**src/rtl/iouta_pkg.sv**
```systemverilog
// Shared types and constants of the IoU track associator.
`default_nettype none
package iouta_pkg;

  // Item commands
  localparam logic [1:0] CMD_DETECT = 2'd0;
  localparam logic [1:0] CMD_PURGE  = 2'd1;
  localparam logic [1:0] CMD_CLEAR  = 2'd2;

  // Register indexes on the configuration port
  localparam logic [1:0] REG_THRESHOLD = 2'd0;
  localparam logic [1:0] REG_STALE     = 2'd1;
  localparam logic [1:0] REG_FRIEND    = 2'd2;

  // Register reset values
  localparam logic [7:0]  THRESHOLD_RST = 8'd77;
  localparam logic [31:0] STALE_RST     = 32'd1000000;
  localparam logic [63:0] FRIEND_RST    = 64'd0;

  // Field widths fixed by the interface
  localparam int unsigned ID_BITS    = 32;
  localparam int unsigned TIME_BITS  = 32;
  localparam int unsigned CLASS_BITS = 6;
  localparam int unsigned SPEED_BITS = 22;

  // Speed divider: quotient bits below the saturation point
  localparam int unsigned DIV_STEPS = SPEED_BITS - 1;
  localparam logic [DIV_STEPS-1:0] SPEED_MAX_MAG = '1;

  // Commands from controller to datapath
  typedef struct packed {
    logic scan_start;
    logic scan_rd;
    logic fetch_rd;
    logic mul;
    logic div_init;
    logic div_step;
    logic div_fin;
    logic write;
    logic purge_rd;
    logic clear;
  } ctrl_cmd_t;

  // Status from datapath to controller
  typedef struct packed {
    logic pipe_busy;
    logic found;
    logic dt_zero;
    logic out_busy;
  } dp_stat_t;

endpackage
`default_nettype wire

```
**src/rtl/iouta_ctrl.sv**
```systemverilog
// Controller state machine of the IoU track associator.
`default_nettype none
module iouta_ctrl #(
  parameter int unsigned MAX_TRACKS = 16
) (
  input  wire                              clk_i,
  input  wire                              rst_ni,
  input  wire                              in_acc_i,
  input  wire  [1:0]                       command_i,
  input  iouta_pkg::dp_stat_t              stat_i,
  output iouta_pkg::ctrl_cmd_t             cmd_o,
  output logic [$clog2(MAX_TRACKS)-1:0]    slot_idx_o,
  output logic                             idle_o
);

  localparam int unsigned IW = $clog2(MAX_TRACKS);
  localparam int unsigned CW = (IW > 5) ? IW : 5;

  localparam logic [3:0] S_IDLE   = 4'd0;
  localparam logic [3:0] S_SCAN   = 4'd1;
  localparam logic [3:0] S_DRAIN  = 4'd2;
  localparam logic [3:0] S_FETCH  = 4'd3;
  localparam logic [3:0] S_MUL    = 4'd4;
  localparam logic [3:0] S_DIVI   = 4'd5;
  localparam logic [3:0] S_DIV    = 4'd6;
  localparam logic [3:0] S_FIN    = 4'd7;
  localparam logic [3:0] S_WRITE  = 4'd8;
  localparam logic [3:0] S_PURGE  = 4'd9;
  localparam logic [3:0] S_PDRAIN = 4'd10;

  logic [3:0]    state_q, state_d;
  logic [CW-1:0] cnt_q, cnt_d;
  logic          ph_q, ph_d;
  logic          last_slot;
  logic          last_step;

  assign last_slot  = (cnt_q == CW'(MAX_TRACKS - 1));
  assign last_step  = (cnt_q == CW'(iouta_pkg::DIV_STEPS - 1));
  assign slot_idx_o = cnt_q[IW-1:0];
  assign idle_o     = (state_q == S_IDLE);

  // Next state and commands
  always_comb begin
    state_d = state_q;
    cnt_d   = cnt_q;
    ph_d    = ph_q;
    cmd_o   = '0;
    case (state_q)
      S_IDLE: begin
        cnt_d = '0;
        ph_d  = 1'b0;
        if (in_acc_i) begin
          case (command_i)
            iouta_pkg::CMD_DETECT: begin
              cmd_o.scan_start = 1'b1;
              state_d          = S_SCAN;
            end
            iouta_pkg::CMD_PURGE: state_d = S_PURGE;
            iouta_pkg::CMD_CLEAR: cmd_o.clear = 1'b1;
            default: ;
          endcase
        end
      end
      // each slot read is followed by an idle phase so the best-match loop settles
      S_SCAN: begin
        if (!ph_q) begin
          cmd_o.scan_rd = 1'b1;
          if (last_slot) begin
            state_d = S_DRAIN;
          end else begin
            ph_d = 1'b1;
          end
        end else begin
          ph_d  = 1'b0;
          cnt_d = cnt_q + 1'b1;
        end
      end
      S_DRAIN: begin
        if (!stat_i.pipe_busy) begin
          state_d = stat_i.found ? S_FETCH : S_WRITE;
        end
      end
      S_FETCH: begin
        cmd_o.fetch_rd = 1'b1;
        state_d        = S_MUL;
      end
      S_MUL: begin
        cmd_o.mul = 1'b1;
        state_d   = S_DIVI;
      end
      S_DIVI: begin
        cnt_d = '0;
        if (stat_i.dt_zero) begin
          state_d = S_WRITE;
        end else begin
          cmd_o.div_init = 1'b1;
          state_d        = S_DIV;
        end
      end
      S_DIV: begin
        cmd_o.div_step = 1'b1;
        cnt_d          = cnt_q + 1'b1;
        if (last_step) begin
          state_d = S_FIN;
        end
      end
      S_FIN: begin
        cmd_o.div_fin = 1'b1;
        state_d       = S_WRITE;
      end
      S_WRITE: begin
        if (!stat_i.out_busy) begin
          cmd_o.write = 1'b1;
          state_d     = S_IDLE;
        end
      end
      S_PURGE: begin
        cmd_o.purge_rd = 1'b1;
        cnt_d          = cnt_q + 1'b1;
        if (last_slot) begin
          state_d = S_PDRAIN;
        end
      end
      S_PDRAIN: state_d = S_IDLE;
      default: state_d = S_IDLE;
    endcase
  end

  always_ff @(posedge clk_i or negedge rst_ni) begin
    if (!rst_ni) begin
      state_q <= S_IDLE;
      cnt_q   <= '0;
      ph_q    <= 1'b0;
    end else begin
      state_q <= state_d;
      cnt_q   <= cnt_d;
      ph_q    <= ph_d;
    end
  end

endmodule
`default_nettype wire

```
**config.mk**
```make
export PLATFORM = sky130hd
export DESIGN_NAME = iouta_ctrl
export DESIGN_NICKNAME = d
export VERILOG_FILES = /design/src/rtl/iouta_pkg.sv /design/src/rtl/iouta_ctrl.sv
export SDC_FILE = /design/constraint.sdc
export NUM_CORES = 1
export LEC_CHECK = 0
export BUFFER_PORTS_ARGS = -buffer_cell sky130_fd_sc_hd__buf_2
export CORE_MARGIN = 2
export CORE_UTILIZATION = 50
export DETAILED_ROUTE_END_ITERATION = 6
export PLACE_DENSITY_LB_ADDON = 0.15
export SLEW_MARGIN = 15
export SYNTH_ARGS = -nofsm -noshare
export SYNTH_HDL_FRONTEND = slang
export SYNTH_SLANG_ARGS = --single-unit
```
**constraint.sdc**
```tcl
create_clock -name clk_i -period 2.4 [get_ports clk_i]
set_clock_uncertainty 0.15 [all_clocks]
set_input_delay 0.12 -clock clk_i [delete_from_list [all_inputs] [get_ports clk_i]]
set_output_delay 0.12 -clock clk_i [all_outputs]
set_load 0.02 [all_outputs]
```
==> metrics.md <==
| Metric | Value |
|---|---|
| Lkg Pwr | `0.472 nW` |
| Sw Ratio | `48.9%` |
| CTS HTree Levels | `1` |
| Final Net Count | `130` |
| Most numerous cell in the Yosys netlist | `dfrtp_1` |
| Max cap viols | `0` |
| DRT Wirelength | `1860 µm` |
| CTS tree | `done` |
| Met2 usage | `31.9%` |
| Vias per cell | `5.91` |
| Hold Fails Final Rpt | `0` |
| Vias | `780` |
| Number of iterations in the first detailed-routing pass | `4` |
| Gate power share | `61.2%` |
| Worst R2R Setup Slack | `0.34 ns` |
| Register area share after synthesis | `30.1%` |
| Slowest cell on the critical path | `or4_4` |
| Syn_nets | `110` |
| Crit path largest cell delay | `0.64 ns` |
| Required @ worst endpoint | `2.13 ns` |
| Top post-synthesis cells by count | `dfrtp_1, inv_1, nor2_1, o21ai_1` |
| Worst-margin pin slew | `0.565 ns` |
| Vias in the first global route | `691` |
| Power after layout | `1.30 mW` |
| Largest net degree at the start of global routing | `19` |
| Die boundary width | `44.8 µm` |
| CP Capture Point | `cmd_o[0]` |
| Main synth FF type | `dfrtp_1` |
| Num CTS Buffers | `3` |
| Gates resized, CTS repair | `0` |
| Diode count | `0` |
| Flop pwr share | `30.4%` |
| Async set or reset register ratio after synthesis | `100%` |
| Setup TNS | `0 ns` |
| Crit path arrival time | `1.93 ns` |
| Status | `finished, final reports clean` |
| Routability cong. | `0.786` |
| Non-filler instance count after layout | `132` |
| Synth top area cells | `dfrtp_1, ha_1, o21ai_1, buf_4, mux2_4` |
| Global-route wire length before repair | `2990 µm` |
| Port Buffers | `23` |
| Setup bufs post-CTS | `0` |
| DRC Markers | `0` |
| DPL Wire Length | `1370 µm` |
| Total die area | `2010 µm²` |
| Multi-input logic area | `482 µm²` |
| Register clock-pin slew on the reported worst setup and hold paths | `0.06 ns` |
| Critical Path Fanout Max | `18` |
| Number of fill cells | `152` |
| GRT Total Usage | `20.3%` |
| P&R area growth vs syn | `13.7%` |
| Clock latency on the worst-skew pair | `0.26 ns` |
| Post-synth top area share | `30.1%` |
| CP Cell Sequence | `or4_4 > nor4_1 > buf_2` |
| Critical path class | `reg2out` |
| Global route overflow | `0` |
| Initial DRC Count | `26` |
| Ports | `24` |
| Pwr Density | `1380 nW/µm²` |
| Initial core utilization | `54.0%` |
| Area leader, netlist | `dfrtp_1` |
| Max-slew violations | `0` |
| Antenna violations before repair | `0` |
| Worst path bufs/invs | `1` |
| Reg2reg start | `state_q[0]` |
| DIE HEIGHT | `44.8 µm` |
| Top Family by Delay on Critical Path | `simple AND/OR/NAND/NOR gates` |
| Wirelength per Cell | `14.1 µm` |
| Net Switching | `0.637 mW` |
| Synth unique cells | `40` |
| Worst R2R Path Depth | `5` |
| Placed cells | `128` |
| Met3 Use GR | `6.40%` |
| Busiest layer in global routing | `met2` |
| Rel. slew slack | `62.3%` |
| Post-detailed-route count of antenna-violating nets | `0` |
| Final worst setup slack | `0.205 ns` |
| Final setup viols | `0` |
| Reg area | `250 µm²` |
| WP depth | `3` |
| Yosys warnings | `0` |
| Final worst-path cycle share | `91.5%` |
| Core Area | `1540 µm²` |
| FF+latch count, synth | `10` |
| Worst hold path type | `in2async` |
| Worst slack at placement | `0.373 ns` |
| RSZ-0062 raised after global routing | `no` |
| # clock sinks | `10` |
| Hold Buf Count CTS | `1` |
| Internal | `0.667 mW` |
| CP startpoint kind | `register` |
| CP Launch Point | `state_q[0]` |
| Clock power frac | `8.4%` |
| Clock root cell | `clkbuf_4` |
| Crit path time final | `2.20 ns` |
| Row count | `14` |
| Peak supply drop | `834 µV` |
| Clock Tree Buf Depth | `2` |
| Final hold slack | `0.0978 ns` |
| F_max | `456 MHz` |
| Post-synth EDFFs | `0` |
| GR Util met1 | `27.5%` |
| Mapped Area | `832 µm²` |
| Post-Synthesis Cells | `98` |
| Syn avg cell area | `8.49 µm²` |
| Worst R2R End | `state_q[1]` |
| CP endpoint kind | `primary output` |
| Layout cell share with drive strength beyond 1 | `29.3%` |
## metal layers
| metal | vias to the layer above | wire length [µm] |
|---|---|---|
| met3 | 0 | 106 |
| li1 | 385 | - |
| met2 | 21 | 910 |
| met1 | 374 | 847 |
| met4 | 0 | 0 |
| met5 | - | 0 |
## area by class of cell
| cell class | count | area share [%] |
|---|---|---|
| inverter | 8 | 3.31 |
| clock buffer | 3 | 2.38 |
| tap | 16 | 2.12 |
| timing repair buffer | 26 | 14.8 |
| multi-input combinational | 69 | 50.9 |
| sequential | 10 | 26.5 |
## how the worst min path moves through the flow
stage	endpoint	slack, ns	cells past startpoint
after floorplan	cnt_q[0]	-0.33	0
after global placement	cnt_q[3]	-0.16	1
after detailed placement	cnt_q[3]	-0.15	1
after CTS	cnt_q[2]	0.1	2
after global routing	cnt_q[2]	0.12	2
final	cnt_q[3]	0.1	2
## worst reg2reg max path: cells and delay by family, from the launching register on
family                 cells  cell delay, ns
AO/OA/AOI/OAI              2            0.19
AND/OR/NAND/NOR            1            0.65
flip-flops                 1            0.59
buffers and inverters      1            0.08
multiplexers               1            0.30
## power by group through the flow
| stage | clock (mW) | combinational (mW) | sequential [mW] |
|---|---|---|---|
| global placement | 0 | 0.782 | 0.385 |
| detailed placement | 0 | 0.793 | 0.393 |
| floorplan | 0 | 0.756 | 0.293 |
| global route | 0.121 | 0.876 | 0.413 |
| CTS | 0.116 | 0.799 | 0.392 |
| finish | 0.110 | 0.798 | 0.396 |
## sequential cells by signal (all words and copies together), names as in the netlist
signal,flops
cnt_q,5
ph_q,1
state_q,4
## through the flow
step / util (%) / instance area [µm²]
final: 61.4 / 946
after CTS: 61.4 / 946
after detailed placement: 59.3 / 913
after floorplan: - / 832
after global routing: 61.4 / 946
after global placement: 59.3 / 913
## cells in the final DEF (no fill, tap or decap), types with 4 or more instances in the layout
cell | netlist | final
a21oi_1 | 5 | 5
buf_2 | 4 | 23
dfrtp_1 | 10 | 10
inv_1 | 7 | 7
nand2b_1 | 4 | 4
nor2_1 | 7 | 7
nor3_1 | 5 | 5
nor4_1 | 4 | 4
o21ai_1 | 6 | 6
## logic make-up after synthesis
family          synth area share [%]
simple gates                    24.8
compound gates                  20.3
buf+inv                         12.0
flops                           30.1
mux                             6.17
fa+ha+maj                       4.51
xor+xnor                        2.11
Power figures use the tool's default switching activity.
